$ cat config.mk
export PLATFORM = sky130hd
export DESIGN_NAME = ppr_queue
export DESIGN_NICKNAME = d
export VERILOG_FILES = /design/src/rtl/ppr_pkg.sv /design/src/rtl/ppr_queue.sv
export SDC_FILE = /design/constraint.sdc
export NUM_CORES = 1
export LEC_CHECK = 0
export BUFFER_PORTS_ARGS = -buffer_cell sky130_fd_sc_hd__buf_2
export CAP_MARGIN = 20
export CORE_MARGIN = 1.5
export CORE_UTILIZATION = 55
export CTS_CLUSTER_SIZE = 20
export DETAILED_ROUTE_END_ITERATION = 10
export MAX_ROUTING_LAYER = met4
export PLACE_DENSITY = 0.83
export SLEW_MARGIN = 30
export SYNTH_ARGS = -nofsm -noshare
export SYNTH_HDL_FRONTEND = slang
export SYNTH_SLANG_ARGS = --single-unit
$ cat constraint.sdc
create_clock -name i_clk -period 3 [get_ports i_clk]
set_input_delay 0.15 -clock i_clk [delete_from_list [all_inputs] [get_ports i_clk]]
set_output_delay 0.15 -clock i_clk [all_outputs]
set_load 0.02 [all_outputs]
$ cat src/rtl/ppr_pkg.sv
// Shared types, widths and constants of the periodic point rotator.
`default_nettype none

package ppr_pkg;

    // Field widths fixed by the interface.
    localparam int COORD_BITS   = 16;
    localparam int FRAME_BITS   = 32;
    localparam int PERIOD_BITS  = 16;
    localparam int DEF_ANGLE_BITS = 16;
    localparam logic [PERIOD_BITS-1:0] PERIOD_RESET = 16'd60;

    // Queue between the angle front end and the rotation back end.
    localparam int QUEUE_DEPTH  = 4;

    // CORDIC datapath: x and y scaled by 2^30, z in 2^32 units per turn.
    localparam int CORDIC_STEPS = 16;
    localparam int XW           = 34;
    localparam int ZW           = 33;
    localparam int TRIG_W       = 18;
    localparam logic signed [XW-1:0] CORDIC_K = 34'sd652032874;

    // Input request.
    typedef struct packed {
        logic signed [COORD_BITS-1:0] point_re;
        logic signed [COORD_BITS-1:0] point_im;
        logic [FRAME_BITS-1:0]        frame_count;
        logic                         last_point;
    } t_in_req;

    // Output request.
    typedef struct packed {
        logic signed [COORD_BITS-1:0] rotated_re;
        logic signed [COORD_BITS-1:0] rotated_im;
        logic                         last_out;
    } t_out_res;

    // Point carried alongside the angle through the pipeline.
    typedef struct packed {
        logic signed [COORD_BITS-1:0] re;
        logic signed [COORD_BITS-1:0] im;
        logic                         last;
    } t_point;

    // Arctangent of 2^-i in 2^32 units per full turn.
    function automatic logic signed [ZW-1:0] atan_turn(input logic [3:0] idx);
        logic signed [ZW-1:0] v;
        case (idx)
            4'd0:    v = 33'sd536870912;
            4'd1:    v = 33'sd316933406;
            4'd2:    v = 33'sd167458907;
            4'd3:    v = 33'sd85004756;
            4'd4:    v = 33'sd42667331;
            4'd5:    v = 33'sd21354465;
            4'd6:    v = 33'sd10679838;
            4'd7:    v = 33'sd5340245;
            4'd8:    v = 33'sd2670163;
            4'd9:    v = 33'sd1335087;
            4'd10:   v = 33'sd667544;
            4'd11:   v = 33'sd333772;
            4'd12:   v = 33'sd166886;
            4'd13:   v = 33'sd83443;
            4'd14:   v = 33'sd41722;
            4'd15:   v = 33'sd20861;
            default: v = '0;
        endcase
        return v;
    endfunction

endpackage

`default_nettype wire

$ cat src/rtl/ppr_queue.sv
// Short first-in first-out queue between front end and back end.
`default_nettype none

module ppr_queue #(
    parameter int WIDTH = 8
) (
    input  wire logic             i_clk,
    input  wire logic             i_rst_n,
    input  wire logic             i_push,
    input  wire logic [WIDTH-1:0] i_data,
    output logic                  o_full,
    output logic                  o_valid,
    input  wire logic             i_pop,
    output logic [WIDTH-1:0]      o_data
);
    import ppr_pkg::*;

    localparam int PW = $clog2(QUEUE_DEPTH);
    localparam int CW = $clog2(QUEUE_DEPTH + 1);

    logic [WIDTH-1:0] r_mem [0:QUEUE_DEPTH-1];
    logic [PW-1:0]    r_wp, r_rp;
    logic [CW-1:0]    r_cnt;
    logic             push, pop;

    assign o_full  = (r_cnt == CW'(QUEUE_DEPTH));
    assign o_valid = (r_cnt != '0);
    assign push    = i_push && !o_full;
    assign pop     = i_pop && o_valid;
    assign o_data  = r_mem[r_rp];

    // Storage write.
    always_ff @(posedge i_clk) begin
        if (push) begin
            r_mem[r_wp] <= i_data;
        end
    end

    // Pointers and fill count.
    always_ff @(posedge i_clk) begin
        if (!i_rst_n) begin
            r_wp  <= '0;
            r_rp  <= '0;
            r_cnt <= '0;
        end else begin
            if (push) r_wp <= PW'(r_wp + 1'b1);
            if (pop)  r_rp <= PW'(r_rp + 1'b1);
            r_cnt <= CW'(r_cnt + CW'(push) - CW'(pop));
        end
    end

endmodule

`default_nettype wire

==> results of run 1 <==
routing by layer:
layer	routed length (um)	track usage	vias to the layer above	share of wire
met5	0	-	-	0
met4	48	0.08970	0	0.020
met1	996	0.2025	378	0.43
li1	-	-	384	-
met2	1200	0.2646	23	0.51
met3	97	0.04989	6	0.041
cell families after synthesis:
logic type / synth area share
buf+inv: 0.02599
mux: 0.1223
fa+ha+maj: 0.05810
simple gates: 0.06345
compound gates: 0.01147
flops: 0.6972
xor+xnor: 0.02140
stage by stage:
step / util / worst slack [ns] / std cells / area (um^2)
2_1_floorplan: - / 0.6529 / 90 / 1637
3_3_place_gp: 0.6316 / 0.6495 / 138 / 1757
3_5_place_dp: 0.6316 / 0.5398 / 138 / 1757
4_1_cts: 0.6514 / 0.5195 / 146 / 1812
5_1_grt: 0.6586 / 0.3177 / 148 / 1832
6_report: 0.6586 / 0.5154 / 148 / 1832
sequential cells by signal (all words and copies together) (netlist names), named ones only:
register and flops:
r_rp 2, r_cnt 3, r_mem 32, r_wp 2
synthesized netlist by cell type:
cell / number
buf_1: 1
mux4_2: 8
nor3b_2: 1
dfxtp_1: 9
fa_1: 1
and2_1: 7
or3_2: 1
mux2i_1: 2
nor2b_1: 4
o31a_2: 1
xnor2_1: 4
ha_1: 6
o311ai_1: 1
inv_1: 5
clkbuf_1: 1
buf_6: 1
nand2_1: 4
buf_2: 1
edfxtp_1: 32
critical path: stages (launching register included):
cell and delay [ns]:
dfxtp_1 0.49, nor3b_2 0.09, nor2b_1 0.39, inv_1 0.09
ha_1 0.30, inv_1 0.05, ha_1 0.14, inv_1 0.05
fa_1 0.37, xnor2_1 0.14, xnor2_1 0.12, and2_1 0.15
what timing repair did:
item	CTS	global route
buffers inserted	0	0
hold endpoints to repair	0	5
hold buffers	0	2
path summary, 6_finish.rpt:
path	start	end	slack [ns]	depth (start not counted)
max	r_cnt[1]	r_cnt[2]	0.52	11
min	i_data[3]	r_mem[2][3]	0.02	1
max reg2reg	r_cnt[1]	r_cnt[2]	0.52	11
min reg2reg	r_wp[0]	r_wp[0]	0.51	2
area by class of cell:
cell class,instances,area [um^2],share of cell area
clock buffers,5,37.54,0.02049
clock inverters,3,17.52,0.009563
repair buffers,23,125.1,0.06831
well taps,31,38.79,0.02117
flip-flops and latches,41,1141,0.6229
inverters,5,18.77,0.01025
multi-input cells,40,452.9,0.2473
where the power goes:
part           total [uW]  internal [uW]  switching, uW
clock network         258           88.4            170
logic                 426            214            213
registers             780            699           80.5
total                1460           1000            463
==> results.md, run 1 <==
* CP Launch Type: flop
* Worst-case clock buffer depth at 2
* Hold/Removal Path Class: input port to flop
* Static Leak at 0.0006688 uW
* Worst-path clk slew at 0.11 ns
* Final count of negative-setup-slack endpoints at 0
* Pre-antenna DRT Iters at 4
* Routability congestion estimate at 0.8304
* Fin nets at 135
* CP max FO at 7
* Mapped Area at 1637 um^2
* Seq/Total Area, Yosys at 0.6972
* Largest cells by area after synthesis: edfxtp_1 59%, dfxtp_1 11%, mux4_2 11%
* Drt initial violations at 14
* DR WL/cell at 15.83 um
* Synth warn at 0
* RSZ-0062 raised after global routing: no
* Largest net degree at the start of global routing at 14
* ANT nets after route at 0
* Clock skew at 0.005811 ns
* Most frequent cells in the layout: 32 x edfxtp_1, 21 x buf_2, 9 x dfxtp_1
* Die Wd at 57.55 um
* Top cell type's share of synthesized area at 0.5872
* Final WL at 2343 um
* Slew Limit Headroom at 0.6357
* Die area at 3312 um^2
* Final Max Tran Viols at 0
* Final period util at 0.8282
* CTS H-tree lvls at 2
* Slew at the pin closest to its max-slew limit at 0.5457 ns
* Ports at 22
* HPWL Detailed at 1669 um
* CTS Buf Count at 5
* Yosys cell types at 19
* Global Route Usage Sum at 0.1709
* DRC Markers at 0
* CP Class: flop to flop
* Overall power at 1464 uW
* Share of layout cells above drive strength 1 at 0.3419
* Final hold vios at 0
* Hold Slack at 0.01587 ns
* Syn nets at 109
* Minimum clock period at 2.485 ns
* Status: finished, final reports clean
* Row count at 19
* First-pass GRT wire length at 3891 um
* CTS tree: done
* Area leader, netlist: edfxtp_1
* P&R area growth vs syn at 11.93%
* Syn Area/Cell at 18.18 um^2
* Commonest non-fill, non-tap cell in the layout: edfxtp_1
* Critical Path RT at 3.25 ns
* Vias at 791
* Filler cell count at 195
* DR vias/cell at 5.345
* Vias in the first global route at 838
* GRT Residual Overflow at 0
* CP Data Arrival Time at 2.74 ns
* Register bit total from synthesis at 41
* Diode count at 0
* IO Port Bufs at 21
* Post_cts resized at 0
* Die Y-Extent at 57.55 um
* Fmax at 402.5 MHz
* Setup tns final at 0 ns
* Kind of end point of the critical path: flop
* Antenna violations before repair at 0
* Max IR drop VDD at 0.6065 mV
* Initial Utilization at 0.5884
* Core ar. at 2781 um^2
* Root Driver: clkbuf_4
* P per Cell Area at 799.3 nW/um^2
* Syn Inst Count at 90
* Worst skew pair latency at 0.34 ns
* Max-cap violations at 0
* Clock Sinks at 41
No activity file was read; power rests on OpenSTA's default activity.
==> inputs of run 2 (changes only) <==
--- a/config.mk
+++ b/config.mk
@@ -5,14 +5,15 @@
 export SDC_FILE = /design/constraint.sdc
 export NUM_CORES = 1
 export LEC_CHECK = 0
+export ABC_AREA = 1
 export BUFFER_PORTS_ARGS = -buffer_cell sky130_fd_sc_hd__buf_2
 export CAP_MARGIN = 20
 export CORE_MARGIN = 1.5
-export CORE_UTILIZATION = 55
+export CORE_UTILIZATION = 50
 export CTS_CLUSTER_SIZE = 20
 export DETAILED_ROUTE_END_ITERATION = 10
 export MAX_ROUTING_LAYER = met4
-export PLACE_DENSITY = 0.83
+export PLACE_DENSITY = 0.79
 export SLEW_MARGIN = 30
 export SYNTH_ARGS = -nofsm -noshare
 export SYNTH_HDL_FRONTEND = slang
==> constraint.sdc (replaced) <==
create_clock -name i_clk -period 2.2 [get_ports i_clk]
set_input_delay 0.11 -clock i_clk [delete_from_list [all_inputs] [get_ports i_clk]]
set_output_delay 0.11 -clock i_clk [all_outputs]
set_load 0.02 [all_outputs]
==> run 2 against run 1 <==
  * Final cell count is 53% higher
  * Flip-flop and latch count unchanged
  * Non-clock buffer count increased by 11
  * Highest routed layer unchanged
  * Fmax increased by 22%
  * Cell area up 9.8%
  * Clock skew up 0.0088 ns
  * Power grew 50%
  * Die area up 12%
  * Largest cell class unchanged
==> results.md, run 2 <==
* Global Route Usage Sum at 0.1816
* Fmax at 490.6 MHz
* Final count of negative-setup-slack endpoints at 0
* Initial Utilization at 0.5372
* Largest registers: r_mem: 32 flops, r_cnt: 3 flops
* Post-synth EDFFs at 32
* Commonest non-fill, non-tap cell in the layout: edfxtp_1
* Ys flop type: edfxtp_1
* CP Data Arrival Time at 2.28 ns
* Part of the power in registers at 0.469
* Seq/Total Area, Yosys at 0.6791
* Clock network fraction of total power at 0.210
* Multi-input gate area at 452.9 um^2
* Cells on worst reg2reg path at 10
* Post_cts resized at 0
* Sw frac at 0.3425
* Crit-path slowest cell: fa_1
* Die area at 3717 um^2
* Synth warn at 0
* Top-count cell post-synth: edfxtp_1
* Reg2Reg Launch Point: r_cnt[1]
* Share of layout cells above drive strength 1 at 0.2143
* Biggest register: r_mem
* Core ar. at 3128 um^2
* Top cell type's share of synthesized area at 0.5719
* GRT Residual Overflow at 0
* Antenna violations before repair at 0
* HPWL Detailed at 1943 um
* Drt initial violations at 54
* CP max FO at 6
* Clock Sinks at 41
* Vias at 1145
* Fin worst setup slack at 0.1617 ns
* Final period util at 0.9265
* CTS Buf Count at 5
* Register area at 1141 um^2
* Critical Path RT at 2.44 ns
* Most frequent cells in the layout: 32 x edfxtp_1, 27 x nor2_1, 21 x buf_2
* Filler cell count at 231
* CP endpoint: r_cnt[2]
* Syn Inst Count at 142
* Final Core Density at 0.6428
* Area leader, netlist: edfxtp_1
* IO Port Bufs at 21
* Die Wd at 60.97 um
* ANT nets after route at 0
* CTS H-tree lvls at 2
* Critical path's largest stage delay at 0.38 ns
* Max IR drop VDD at 0.6753 mV
* Status: finished, final reports clean
* DRC Markers at 0
* Syn nets at 161
* Fin nets at 200
* DR WL/cell at 12.55 um
* Largest net degree at the start of global routing at 17
* Syn Area/Cell at 11.83 um^2
* Final WL at 2836 um
* RSZ-0062 raised after global routing: no
* Yosys cell types at 18
* R2R Setup Slk at 0.16 ns
* Cell family with most CP delay: adder cells
* Clock skew at 0.01459 ns
* DR vias/cell at 5.066
* Minimum clock period at 2.038 ns
* P&R area growth vs syn at 19.66%
* Synth async-reset ratio at 0
* Root Driver: clkbuf_4
* CP Class: flop to flop
* Hold/Removal Path Class: input port to flop
* First-pass GRT wire length at 4381 um
* CTS tree: done
* Net Sw Power at 750.3 uW
* Register bit total from synthesis at 41
* Row count at 20
* Dpl ws at 0.1928 ns
* Worst-path clk slew at 0.11 ns
* Worst setup path startpoint: r_cnt[1]
* Final Max Tran Viols at 0
* Kind of end point of the critical path: flop
* Final hold vios at 0
* Setup tns final at 0 ns
* Diode count at 0
* CP bufs+invs at 2
* Worst skew pair latency at 0.35 ns
* Max-cap violations at 0
* CP Cell Sequence: nor2_2, nand2_2, nand2_1, ha_1, inv_1, ha_1, inv_1, fa_1, o21ai_0, nor2_1
* R2r endpoint: r_cnt[2]
* Mapped Area at 1680 um^2
* Routability congestion estimate at 0.7522
* Max reg flops at 32
* Vias in the first global route at 1057
* Gate power share at 0.321
* CP Launch Type: flop
* P per Cell Area at 1089 nW/um^2
* Internal power at 1440 uW
* Largest cells by area after synthesis: edfxtp_1 57%, dfxtp_1 11%, nor2_1 6.0%
* Slew at the pin closest to its max-slew limit at 0.3238 ns
* Ports at 22
* Overall power at 2191 uW
* Static Leak at 0.0008119 uW
* Most frequent cells after synthesis: 32 x edfxtp_1, 27 x nor2_1, 16 x inv_1
* Worst-case clock buffer depth at 2
* Crit. path cell count at 10
* Pre-antenna DRT Iters at 4
* Die Y-Extent at 60.97 um
* Slew Limit Headroom at 0.7839
-- run 2: per-stage QoR --
step	area [um^2]	hold slack [ns]	cells
final	2011	0.03678	226
after global routing	2011	0.01427	226
after CTS	2011	0.02074	226
after detailed placement	1856	0.3303	210
after global placement	1856	0.3206	210
after floorplan	1680	0.2076	142
-- run 2: tightest hold or removal path: stages --
cell    delay (ns)
buf_2         0.14
inv_1         0.06
nor2_1        0.03
-- run 2: power groups by stage --
stage,registers [uW],logic (uW),clock network (uW)
2_1_floorplan,1030,505,0
3_3_place_gp,1040,664,0
3_5_place_dp,1050,697,0
4_1_cts,1030,709,469
5_1_grt,1040,790,502
6_report,1030,704,459
-- run 2: how the worst min path moves through the flow --
stage / from / endpoint / slack (ns) / cells after the start
final: i_rst_n / r_cnt[1] / 0.04 / 3
after global routing: i_rst_n / r_cnt[0] / 0.01 / 3
after CTS: i_rst_n / r_cnt[1] / 0.02 / 3
after detailed placement: i_data[7] / r_mem[2][7] / 0.33 / 1
after global placement: i_data[2] / r_mem[3][2] / 0.32 / 1
after floorplan: i_rst_n / r_cnt[0] / 0.21 / 2
-- run 2: cell families after synthesis --
kind of cell,after synthesis,synth area share
AO/OA/AOI/OAI,31,0.1080
adder cells (fa/ha/maj),7,0.05659
buffers and inverters,19,0.05138
flip-flops,41,0.6791
AND/OR/NAND/NOR,44,0.1050
-- run 2: repair_timing --
| item | CTS | global route |
|---|---|---|
| hold buffers | 8 | 0 |
| setup buffers | 0 | 0 |
| endpoints found under the hold margin | 32 | 0 |
| setup endpoints to repair | 0 | 0 |
-- run 2: cell type report --
class,count,area share
multi-input combinational,82,0.2253
tap,44,0.02738
clock buffer,6,0.02054
inverter,17,0.03174
sequential,41,0.5675
clock inverter,2,0.01680
timing repair buffer,34,0.1108
-- run 2: layer usage --
metal / up-vias / GRT usage / share of wire
met3: 4 / 0.07036 / 0.060
met2: 39 / 0.2949 / 0.52
met1: 534 / 0.1871 / 0.40
met5: - / - / 0
li1: 568 / - / -
met4: 0 / 0.1025 / 0.019
==> inputs of run 3 (changes only) <==
--- a/config.mk
+++ b/config.mk
@@ -14,6 +14,7 @@
 export DETAILED_ROUTE_END_ITERATION = 10
 export MAX_ROUTING_LAYER = met4
 export PLACE_DENSITY = 0.79
+export RECOVER_POWER = 25
 export SLEW_MARGIN = 30
 export SYNTH_ARGS = -nofsm -noshare
 export SYNTH_HDL_FRONTEND = slang
==> run 3 against run 2 <==
  * Power shrank 0.22%
  * Critical path depth unchanged
  * Worst setup slack stayed put
  * Sequential power about the same
  * Final cell count unchanged
  * Critical path type unchanged
  * Largest cell class unchanged
  * Largest power group unchanged
==> results.md, run 3 (same netlist as run 2, synthesis figures left out) <==
* CP Data Arrival Time at 2.28 ns
* Pre-antenna DRT Iters at 4
* CP Launch Type: flop
* Routability congestion estimate at 0.7522
* Final period util at 0.9265
* Largest registers: r_mem: 32 flops, r_cnt: 3 flops
* Drt initial violations at 54
* CTS H-tree lvls at 2
* Worst setup path startpoint: r_cnt[1]
* Hold depth at 3
* Clock Sinks at 41
* Largest net degree at the start of global routing at 17
* Final Core Density at 0.6408
* Fmax at 490.6 MHz
* Status: finished, final reports clean
* DR vias/cell at 5.093
* Static Leak at 0.0007981 uW
* GRT Residual Overflow at 0
* Max IR drop VDD at 0.6753 mV
* Critical Path RT at 2.44 ns
* CP Class: flop to flop
* Diode count at 0
* Biggest register: r_mem
* Filler cell count at 233
* Overall power at 2186 uW
* Post-DP Area at 1856 um^2
* Ports at 22
* Cells on worst reg2reg path at 10
* Postcts setup bufs at 0
* RSZ-0062 raised after global routing: no
* Share of layout cells above drive strength 1 at 0.1868
* WL met2 at 1476 um
* Post-route met1 wirelength at 1109 um
* HPWL Detailed at 1943 um
* CTS Buf Count at 5
* Max reg flops at 32
* Slew at the pin closest to its max-slew limit at 0.3237 ns
* Row count at 20
* Hold/Removal Path Class: input port to flop
* Kind of end point of the critical path: flop
* Core ar. at 3128 um^2
* Final Max Tran Viols at 0
* Vias at 1151
* ANT nets after route at 0
* Die Y-Extent at 60.97 um
* Global Route Usage Sum at 0.1816
* Fin nets at 200
* Post_cts resized at 0
* P per Cell Area at 1090 nW/um^2
* Max-cap violations at 0
* Vias in the first global route at 1057
* Setup tns final at 0 ns
* P&R area growth vs syn at 19.29%
* Hold Slack at 0.03679 ns
* Design Area, Final at 2004 um^2
* Initial Utilization at 0.5372
* Final count of negative-setup-slack endpoints at 0
* DRC Markers at 0
* First-pass GRT wire length at 4381 um
* Wire length on met3 at 185 um
* Final hold vios at 0
* Worst-case clock buffer depth at 2
* Worst-path clk slew at 0.11 ns
* Worst Hold Launch: i_rst_n
* Die Wd at 60.97 um
* DR WL/cell at 12.50 um
* IO Port Bufs at 21
* CP max FO at 6
* Minimum clock period at 2.038 ns
* Slew Limit Headroom at 0.7839
* Final WL at 2825 um
* Antenna violations before repair at 0
* Reg2Reg Launch Point: r_cnt[1]
* Worst skew pair latency at 0.34 ns
* Most frequent cells in the layout: 32 x edfxtp_1, 27 x nor2_1, 16 x inv_1, 16 x buf_2, 13 x o21ai_0
* Clock skew at 0.008521 ns
* CTS tree: done
* Die area at 3717 um^2
* Commonest non-fill, non-tap cell in the layout: edfxtp_1
* Top routing layer in use: met4
* Root Driver: clkbuf_4
[run 3: cell types whose count changed in the layout (fill, tap and decap cells not counted)]
cell	delta
clkbuf_1	+5
buf_2	-5
[run 3: worst paths after layout]
check / endpoint / slack, ns
setup / recovery: r_cnt[2] / 0.16
hold / removal: r_cnt[1] / 0.04
setup reg to reg: r_cnt[2] / 0.16
hold reg to reg: r_rp[0] / 0.51
[run 3: what timing repair did]
| item | CTS | global route |
|---|---|---|
| setup endpoints to repair | 0 | 0 |
| hold endpoints to repair | 32 | 0 |
| hold buffers | 8 | 0 |
[run 3: cell type report]
type                       count  area [um^2]  area share
tap                           44        55.05     0.02747
multi-input combinational     82        452.9      0.2260
clock buffer                   6        41.29     0.02060
clock inverter                 2        33.78     0.01685
sequential                    41         1141      0.5693
inverter                      17        63.81     0.03184
timing repair buffer          34        216.5      0.1080
[run 3: per-stage QoR]
step,setup WS (ns),instances
CTS,0.1769,226
floorplan,0.3516,142
global route,0.03029,226
global placement,0.2942,210
finish,0.1617,226
detailed placement,0.1928,210
[run 3: critical path, cell delays in order, from the launching register on]
cell and delay [ns]:
dfxtp_1 0.37, nor2_2 0.19, nand2_2 0.11, nand2_1 0.16, ha_1 0.25, inv_1 0.05
ha_1 0.13, inv_1 0.05, fa_1 0.38, o21ai_0 0.19, nor2_1 0.06
[run 3: report_power, final]
group          switching, uW  leakage, uW  internal (uW)
combinational            455     0.000391            248
sequential              73.5     0.000367            954
clock                    219    0.0000399            237
[run 3: layer usage]
layer / GRT usage / vias up
met4: 0.1025 / 0
met3: 0.07036 / 4
li1: - / 569
met5: - / -
met1: 0.1871 / 534
met2: 0.2949 / 44
